[src/design/hce_pkg.sv]
// ----------------------------------------------------------------------------
// hce_pkg: shared definitions for the Hill cipher encryptor
// Constants, control word layout, microcode table and small arithmetic
// helpers used by the sequencer, the datapath and the top level.
// ----------------------------------------------------------------------------
package hce_pkg;

    localparam int MAX_BLOCK = 4;
    localparam int ROW_W     = $clog2(MAX_BLOCK);
    localparam int LETTER_W  = 5;
    localparam int FILL_W    = 3;
    localparam int KEY_W     = 20;
    localparam int SUM_W     = 12;
    localparam int STEP_W    = 2;

    localparam logic [LETTER_W-1:0] ALPHABET   = 5'd26;
    localparam logic [LETTER_W-1:0] PAD_LETTER = 5'd23;

    // Configuration register indexes.
    localparam logic [2:0] REG_BLOCK_SIZE    = 3'd0;
    localparam logic [2:0] REG_KEY_ROW_ZERO  = 3'd1;
    localparam logic [2:0] REG_KEY_ROW_ONE   = 3'd2;
    localparam logic [2:0] REG_KEY_ROW_TWO   = 3'd3;
    localparam logic [2:0] REG_KEY_ROW_THREE = 3'd4;

    localparam logic [FILL_W-1:0] BLOCK_SIZE_RESET = 3'd2;

    // Jump conditions of a control word.
    localparam logic [1:0] COND_NEVER     = 2'd0;
    localparam logic [1:0] COND_ALWAYS    = 2'd1;
    localparam logic [1:0] COND_NO_BLOCK  = 2'd2;
    localparam logic [1:0] COND_MORE_ROWS = 2'd3;

    // Program step addresses.
    localparam logic [STEP_W-1:0] STEP_WAIT = 2'd0;
    localparam logic [STEP_W-1:0] STEP_DOT  = 2'd1;
    localparam logic [STEP_W-1:0] STEP_EMIT = 2'd2;
    localparam logic [STEP_W-1:0] STEP_END  = 2'd3;

    typedef struct packed {
        logic              in_ready;
        logic              dot;
        logic              wait_out;
        logic              emit;
        logic              finish;
        logic [1:0]        cond;
        logic [STEP_W-1:0] target;
    } uword_t;

    // Control strobes from the sequencer to the datapath.
    typedef struct packed {
        logic in_ready;
        logic dot;
        logic emit;
        logic finish;
    } ctrl_t;

    // Status flags from the datapath back to the sequencer.
    typedef struct packed {
        logic block_start;
        logic more_rows;
        logic out_busy;
    } status_t;

    // The microprogram. Each row is one step of the block encryption.
    function automatic uword_t ucode_rom(input logic [STEP_W-1:0] step);
        uword_t w;
        w = '0;
        unique case (step)
            STEP_WAIT:
            begin
                w.in_ready = 1'b1;
                w.cond     = COND_NO_BLOCK;
                w.target   = STEP_WAIT;
            end
            STEP_DOT:
            begin
                w.dot    = 1'b1;
                w.cond   = COND_NEVER;
                w.target = STEP_WAIT;
            end
            STEP_EMIT:
            begin
                w.wait_out = 1'b1;
                w.emit     = 1'b1;
                w.cond     = COND_MORE_ROWS;
                w.target   = STEP_DOT;
            end
            STEP_END:
            begin
                w.finish = 1'b1;
                w.cond   = COND_ALWAYS;
                w.target = STEP_WAIT;
            end
        endcase
        return w;
    endfunction

    // Block size as used: zero acts as one, anything above MAX_BLOCK as MAX_BLOCK.
    function automatic logic [FILL_W-1:0] eff_size(input logic [FILL_W-1:0] bs);
        logic [FILL_W-1:0] n;
        n = bs;
        if (n == '0)
        begin
            n = FILL_W'(1);
        end
        if (n > FILL_W'(MAX_BLOCK))
        begin
            n = FILL_W'(MAX_BLOCK);
        end
        return n;
    endfunction

    // Reduces a dot product below 26 * 128 modulo 26 by restoring subtraction.
    function automatic logic [LETTER_W-1:0] mod26(input logic [SUM_W-1:0] x);
        logic [SUM_W-1:0] r;
        logic [SUM_W-1:0] d;
        r = x;
        for (int i = 6; i >= 0; i--)
        begin
            d = SUM_W'(ALPHABET) << i;
            if (r >= d)
            begin
                r = r - d;
            end
        end
        return r[LETTER_W-1:0];
    endfunction

endpackage

[src/design/hce_sequencer.sv]
// ----------------------------------------------------------------------------
// hce_sequencer: microprogram sequencer
// Holds the step counter, reads the control word from the program table and
// resolves holds and conditional jumps.
// ----------------------------------------------------------------------------
module hce_sequencer
    import hce_pkg::*;
(
    input  logic    clk,
    input  logic    rst_n,
    input  status_t status,
    output ctrl_t   ctrl
);

    logic [STEP_W-1:0] pc_reg;
    logic [STEP_W-1:0] pc_next;
    uword_t            uw;
    logic              hold;
    logic              jump;

    assign uw   = ucode_rom(pc_reg);
    // A step that delivers a word stalls while the output register is still full.
    assign hold = uw.wait_out & status.out_busy;

    always_comb
    begin
        unique case (uw.cond)
            COND_NEVER:     jump = 1'b0;
            COND_ALWAYS:    jump = 1'b1;
            COND_NO_BLOCK:  jump = ~status.block_start;
            COND_MORE_ROWS: jump = status.more_rows;
        endcase
    end

    always_comb
    begin
        if (hold)
        begin
            pc_next = pc_reg;
        end
        else if (jump)
        begin
            pc_next = uw.target;
        end
        else
        begin
            pc_next = pc_reg + STEP_W'(1);
        end
    end

    always_ff @(posedge clk or negedge rst_n)
    begin
        if (!rst_n)
        begin
            pc_reg <= STEP_WAIT;
        end
        else
        begin
            pc_reg <= pc_next;
        end
    end

    assign ctrl.in_ready = uw.in_ready;
    assign ctrl.dot      = uw.dot;
    assign ctrl.emit     = uw.emit & ~hold;
    assign ctrl.finish   = uw.finish;

endmodule

[src/design/hce_datapath.sv]
// ----------------------------------------------------------------------------
// hce_datapath: block buffer, row dot-product unit and output register
// Collects letters, forms one key row times block vector per dot step and
// reduces it modulo 26 into the output register on each emit step.
// ----------------------------------------------------------------------------
module hce_datapath
    import hce_pkg::*;
(
    input  logic                            clk,
    input  logic                            rst_n,
    input  ctrl_t                           ctrl,
    input  logic                            accept,
    input  logic [LETTER_W-1:0]             plain_letter,
    input  logic                            message_end,
    input  logic [FILL_W-1:0]               size_n,
    input  logic [MAX_BLOCK-1:0][KEY_W-1:0] key_rows,
    input  logic                            out_stall,
    output status_t                         status,
    output logic                            out_valid,
    output logic [LETTER_W-1:0]             cipher_letter,
    output logic                            block_last,
    output logic                            message_done
);

    logic [LETTER_W-1:0] buf_reg [MAX_BLOCK];
    logic [FILL_W-1:0]   fill_reg;
    logic [FILL_W-1:0]   fill_next;
    logic                last_reg;
    logic [ROW_W-1:0]    row_reg;
    logic [SUM_W-1:0]    sum_reg;
    logic [SUM_W-1:0]    sum_next;
    logic                out_valid_reg;
    logic [LETTER_W-1:0] cipher_reg;
    logic                block_last_reg;
    logic                message_done_reg;
    logic                row_is_last;
    logic [KEY_W-1:0]    key_sel;

    assign fill_next = fill_reg + FILL_W'(1);

    assign status.block_start = accept & ((fill_next >= size_n) | message_end);
    assign status.more_rows   = (FILL_W'(row_reg) + FILL_W'(1)) < size_n;
    assign status.out_busy    = out_valid_reg & out_stall;

    assign row_is_last = (FILL_W'(row_reg) + FILL_W'(1)) == size_n;
    assign key_sel     = key_rows[row_reg];

    // One key row against the block; positions past the held letters read as X.
    always_comb
    begin
        logic [LETTER_W-1:0] k;
        logic [LETTER_W-1:0] v;
        sum_next = '0;
        for (int c = 0; c < MAX_BLOCK; c++)
        begin
            k = key_sel[c*LETTER_W +: LETTER_W];
            if (k >= ALPHABET)
            begin
                k = k - ALPHABET;
            end
            v = (FILL_W'(c) >= fill_reg) ? PAD_LETTER : buf_reg[c];
            if (FILL_W'(c) < size_n)
            begin
                sum_next = sum_next + SUM_W'(10'(k) * 10'(v));
            end
        end
    end

    always_ff @(posedge clk)
    begin
        if (accept && !fill_reg[FILL_W-1])
        begin
            buf_reg[fill_reg[ROW_W-1:0]] <= plain_letter;
        end
    end

    always_ff @(posedge clk or negedge rst_n)
    begin
        if (!rst_n)
        begin
            fill_reg <= '0;
            last_reg <= 1'b0;
            row_reg  <= '0;
        end
        else
        begin
            if (accept)
            begin
                fill_reg <= fill_next;
                last_reg <= message_end;
            end
            else if (ctrl.finish)
            begin
                fill_reg <= '0;
            end
            if (ctrl.finish)
            begin
                row_reg <= '0;
            end
            else if (ctrl.emit)
            begin
                row_reg <= row_reg + ROW_W'(1);
            end
        end
    end

    always_ff @(posedge clk)
    begin
        if (ctrl.dot)
        begin
            sum_reg <= sum_next;
        end
        if (ctrl.emit)
        begin
            cipher_reg       <= mod26(sum_reg);
            block_last_reg   <= row_is_last;
            message_done_reg <= row_is_last & last_reg;
        end
    end

    always_ff @(posedge clk or negedge rst_n)
    begin
        if (!rst_n)
        begin
            out_valid_reg <= 1'b0;
        end
        else if (ctrl.emit)
        begin
            out_valid_reg <= 1'b1;
        end
        else if (!out_stall)
        begin
            out_valid_reg <= 1'b0;
        end
    end

    assign out_valid     = out_valid_reg;
    assign cipher_letter = cipher_reg;
    assign block_last    = block_last_reg;
    assign message_done  = message_done_reg;

endmodule

[src/design/hill_cipher_encrypt_unit.sv]
// ----------------------------------------------------------------------------
// hill_cipher_encrypt_unit: Hill cipher encryptor, one letter per word
// Buffers plaintext letters into blocks and emits the key matrix times the
// block vector modulo 26, one cipher letter per output word.
// ----------------------------------------------------------------------------
// Letters coded 0 (A) to 25 (Z) enter one per input word and are held until
// a block of block_size letters is complete, or until a letter carrying
// message_end closes it early, in which case the free positions are padded
// with X. The block is then encrypted one key row at a time by a small
// microprogram: a dot step forms the row sum with four narrow multipliers,
// and an emit step reduces it modulo 26 into the output register. After a
// letter closes a block, the sequencer runs a dot step and an emit step for
// each row through the shared dot-product unit, then a closing step; an emit
// step holds while the output register is still full. Further input is
// held off while a block is encrypted. The last word of a block carries
// block_last, and message_done as well if message_end closed the block.
// Configuration is to be written through a plain write port only while the
// block is idle; the block itself does not enforce this. Index 0 is
// block_size (0 acts as 1, values above 4 act as 4), indexes 1 to 4 are key
// rows 0 to 3 with column 0 in the low five bits; key entries above 25 are
// reduced modulo 26.
// ----------------------------------------------------------------------------
module hill_cipher_encrypt_unit
    import hce_pkg::*;
(
    input  logic                clk,
    input  logic                rst_n,
    input  logic                cfg_we,
    input  logic [2:0]          cfg_index,
    input  logic [KEY_W-1:0]    cfg_wdata,
    input  logic                in_valid,
    output logic                in_stall,
    input  logic [LETTER_W-1:0] plain_letter,
    input  logic                message_end,
    output logic                out_valid,
    input  logic                out_stall,
    output logic [LETTER_W-1:0] cipher_letter,
    output logic                block_last,
    output logic                message_done
);

    logic [FILL_W-1:0]               block_size_reg;
    logic [MAX_BLOCK-1:0][KEY_W-1:0] key_rows_reg;
    logic [FILL_W-1:0]               size_n;
    logic                            accept;
    ctrl_t                           ctrl;
    status_t                         status;

    // Configuration registers. Indexes past the last key row are ignored.
    always_ff @(posedge clk or negedge rst_n)
    begin
        if (!rst_n)
        begin
            block_size_reg <= BLOCK_SIZE_RESET;
            key_rows_reg   <= '0;
        end
        else if (cfg_we)
        begin
            unique case (cfg_index)
                REG_BLOCK_SIZE:    block_size_reg  <= cfg_wdata[FILL_W-1:0];
                REG_KEY_ROW_ZERO:  key_rows_reg[0] <= cfg_wdata;
                REG_KEY_ROW_ONE:   key_rows_reg[1] <= cfg_wdata;
                REG_KEY_ROW_TWO:   key_rows_reg[2] <= cfg_wdata;
                REG_KEY_ROW_THREE: key_rows_reg[3] <= cfg_wdata;
                default:           ;
            endcase
        end
    end

    assign size_n   = eff_size(block_size_reg);
    assign in_stall = ~ctrl.in_ready;
    assign accept   = in_valid & ctrl.in_ready;

    hce_sequencer u_seq
    (
        .clk    (clk),
        .rst_n  (rst_n),
        .status (status),
        .ctrl   (ctrl)
    );

    hce_datapath u_dp
    (
        .clk           (clk),
        .rst_n         (rst_n),
        .ctrl          (ctrl),
        .accept        (accept),
        .plain_letter  (plain_letter),
        .message_end   (message_end),
        .size_n        (size_n),
        .key_rows      (key_rows_reg),
        .out_stall     (out_stall),
        .status        (status),
        .out_valid     (out_valid),
        .cipher_letter (cipher_letter),
        .block_last    (block_last),
        .message_done  (message_done)
    );

    // An emit step never overwrites a word that is still waiting to be taken.
    assert_emit_free: assert property (@(posedge clk) disable iff (!rst_n)
        ctrl.emit |-> !status.out_busy)
        else $error("emit step while output register is held");

    // Once a letter closes a block, no further letter is taken in the next cycle.
    assert_hold_input: assert property (@(posedge clk) disable iff (!rst_n)
        (accept && status.block_start) |=> in_stall)
        else $error("input taken while a block is being encrypted");

    // The closing step always finds the final letter of a block in the output register.
    assert_finish_last: assert property (@(posedge clk) disable iff (!rst_n)
        ctrl.finish |-> (out_valid && block_last))
        else $error("block closed without its final letter in the output register");

endmodule

[config.mk]
export PLATFORM = sky130hd
export DESIGN_NAME = hill_cipher_encrypt_unit
export DESIGN_NICKNAME = d
export VERILOG_FILES = /design/src/design/hce_pkg.sv /design/src/design/hce_sequencer.sv /design/src/design/hce_datapath.sv /design/src/design/hill_cipher_encrypt_unit.sv
export SDC_FILE = /design/constraint.sdc
export NUM_CORES = 1
export LEC_CHECK = 0
export BUFFER_PORTS_ARGS = -buffer_cell sky130_fd_sc_hd__buf_2
export CAP_MARGIN = 40
export CELL_PAD_IN_SITES_DETAIL_PLACEMENT = 2
export CELL_PAD_IN_SITES_GLOBAL_PLACEMENT = 2
export CORE_MARGIN = 2
export CORE_UTILIZATION = 39
export CTS_CLUSTER_SIZE = 40
export DETAILED_ROUTE_END_ITERATION = 6
export GPL_TIMING_DRIVEN = 0
export PLACE_DENSITY_LB_ADDON = 0.3
export SYNTH_ARGS = -nofsm -noshare
export SYNTH_HDL_FRONTEND = slang
export SYNTH_HIERARCHICAL = 1
export SYNTH_SLANG_ARGS = --single-unit
[constraint.sdc]
create_clock -name clk -period 13.3 [get_ports clk]
set_input_delay 2.66 -clock clk [delete_from_list [all_inputs] [get_ports clk]]
set_output_delay 2.66 -clock clk [all_outputs]
set_load 0.005 [all_outputs]
==> flow_metrics.tcl <==
set metrics [dict create \
    status "finished, final reports clean" \
    ys_seq_elements 131 \
    num_vias 9811 \
    firstDrtPassIters 5 \
    clock_skew_ns 0.00830 \
    die-area_um2 33800 \
    reg2reg_setup_slack_ns 0.53 \
    holdWs_ns 0.474 \
    routed_wirelength_mm 40.1 \
    hold_path_class "flip-flop to flip-flop" \
    io_buffers 42 \
    crit_type "flip-flop to flip-flop" \
    die_w_um 184 \
    synthDominantCellAreaShare_pct 18.1 \
    synthesis.area_um2 12600 \
    drive_above_1_share_pct 23.2 \
    finalMaxSlewViolations 0 \
    period_share_pct 96.0 \
    via_per_inst 5.72 \
    cp.arrival_ns 12.94 \
    multiInputGateArea_um2 8460 \
    post_drt_wl_per_cell_um 23.4 \
    max_slew_margin_pct 32.7 \
    cts-root-buf "clkbuf_16" \
    crit_buf_inv 8 \
    ff2ff_path_depth 48 \
    async_flop_share_pct 70.2 \
    fin_nets 1497 \
    grtUsageTotal_pct 25.1 \
    path_max_fanout 10 \
    slowest_delay_ns 0.55 \
    worstSetupStartpointType "flip-flop" \
    path_common_cell "fa_1" \
    crit_start "u_dp/row_reg[1]" \
    cp-end-kind "flip-flop" \
    crit_family "adder cells" \
    cts_num_sinks 131 \
    seq_area_frac_synth_pct 27.5 \
    synth_cell_types 106 \
    start_util_pct 39.8 \
    design.core.area_um2 31700 \
    cts_max_level 4 \
    period_needed_ns 12.77 \
    dp_hpwl_mm 29.6 \
    die_y_um 184 \
    fill_cells 3323 \
    gp_congestion 0.789 \
    timing.fmax_ghz 0.0783 \
    syn2layout_area_growth_pct 12.1 \
    synth_most_common_cell "inv_1" \
    maxCapViolCount 0 \
    clk_latency_ns 0.44 \
    path_clk_slew_ns 0.07 \
    synth_common_cells "inv_1 (132), ha_1 (104), nor2_1 (104)" \
    setup_viol 0 \
    tightestPinTransition_ns 1.00 \
    crit_cells 48 \
    seqCellArea_um2 3480 \
    antenna_found_initial 0 \
    largest_register_ffs 80 \
    syn_avg_cell_area_um2 10.3 \
    cts_tree "built" \
    grt_max_degree 64 \
    final-hold-violation-count 0 \
    syn_inst 1224 \
    io_pins 43 \
    grt_pass1_vias 11300 \
    syn-num-nets 1422 \
    worstPathRequired_ns 13.46 \
    rr_startpoint "u_dp/row_reg[1]" \
    grt-ovfl-total 0 \
    yosysWarnings 6 \
    r2r_end "u_dp/sum_reg[11]" \
    cts_max_path_buffers 2 \
    crit_path_end "u_dp/sum_reg[11]" \
    ant_nets 0 \
    rows 65 \
    drt_iter0_markers 471 \
    drcViolationCount 0 \
    synth_edf_count 39 \
    grt_pass1_wl_mm 65.3 \
    synth_top_area_cell "dfrtp_1" \
    slowest_stage "fa_1" \
    synth_area_leaders "dfrtp_1 (18%), ha_1 (10%), fa_1 (9.5%), edfxtp_1 (9.3%), mux2_4 (7.1%)" \
    cts_buffers 17 \
    ys.flop_type "dfrtp_1" \
    antenna_cells 0 \
]
## repair_timing
| action | in CTS | in global routing |
|---|---|---|
| endpoints found under the setup margin | 8 | 4 |
| gates resized for setup | 16 | 14 |
| endpoints found under the hold margin | 0 | 0 |
| pin swaps | 0 | 7 |
| setup buffers | 0 | 10 |
| hold buffers | 0 | 0 |
## per-stage QoR
step	setup TNS (ns)	cell area (µm²)	instances	worst slack [ns]	utilization [%]
floorplan	0	12600	1224	0.770	-
global placement	-4.55	13300	1668	-1.27	42.0
detailed placement	-7.22	13400	1673	-1.60	42.2
CTS	0	14000	1704	0.0365	44.2
global route	-0.0684	14100	1714	-0.0507	44.6
finish	0	14100	1714	0.526	44.6
## metal layers
metal / share of wire, % / global-route usage (%) / wire length, µm / vias up
met5: 0 / 0 / 0 / -
met4: 2.5 / 8.77 / 990 / 0
met3: 2.0 / 2.83 / 821 / 68
li1: - / - / - / 4493
met1: 43 / 30.4 / 17200 / 5095
met2: 53 / 45.9 / 21000 / 155
## placed cells by master, fill, tap and decap left out, types with 39 or more instances in the layout
cell type  instances
a21oi_1           52
buf_2             47
dfrtp_1           90
edfxtp_1          39
fa_1              60
ha_1             103
inv_1            132
mux2_4            60
nand2_1           59
nor2_1           103
o21ai_0           50
## how the worst min path moves through the flow
stage / start / endpoint / slack (ns) / cells past startpoint
2_1_floorplan: u_dp/sum_reg[0] / u_dp/cipher_letter[0] / 0.43 / 0
3_3_place_gp: u_dp/sum_reg[0] / u_dp/cipher_letter[0] / 0.43 / 0
3_5_place_dp: u_dp/sum_reg[0] / u_dp/cipher_letter[0] / 0.45 / 0
4_1_cts: u_dp/sum_reg[0] / u_dp/cipher_letter[0] / 0.47 / 0
5_1_grt: u_dp/sum_reg[0] / u_dp/cipher_letter[0] / 0.48 / 0
6_report: u_dp/sum_reg[0] / u_dp/cipher_letter[0] / 0.47 / 0
## final cells by class
cell class	count	area share (%)
tap	402	3.56
clock inverter	12	0.831
timing repair buffer	57	2.56
sequential	131	24.6
inverter	133	3.53
buffer	37	1.87
multi-input combinational	922	59.8
clock buffer	20	3.31
## cell families (layout without fill, tap and decap cells)
family          after synthesis  in the layout  share of synthesized area (%)
compound gates              268            268                           15.4
xor+xnor                     50             50                           3.53
fa+ha+maj                   164            164                           19.8
buf+inv                     171            259                           5.92
flops                       131            131                           27.5
mux                         134            134                           15.3
simple gates                306            306                           12.5
Power is left out: the tool's default activity adds up to more than one toggle a clock period on the data nets, which glitch-free logic cannot reach.
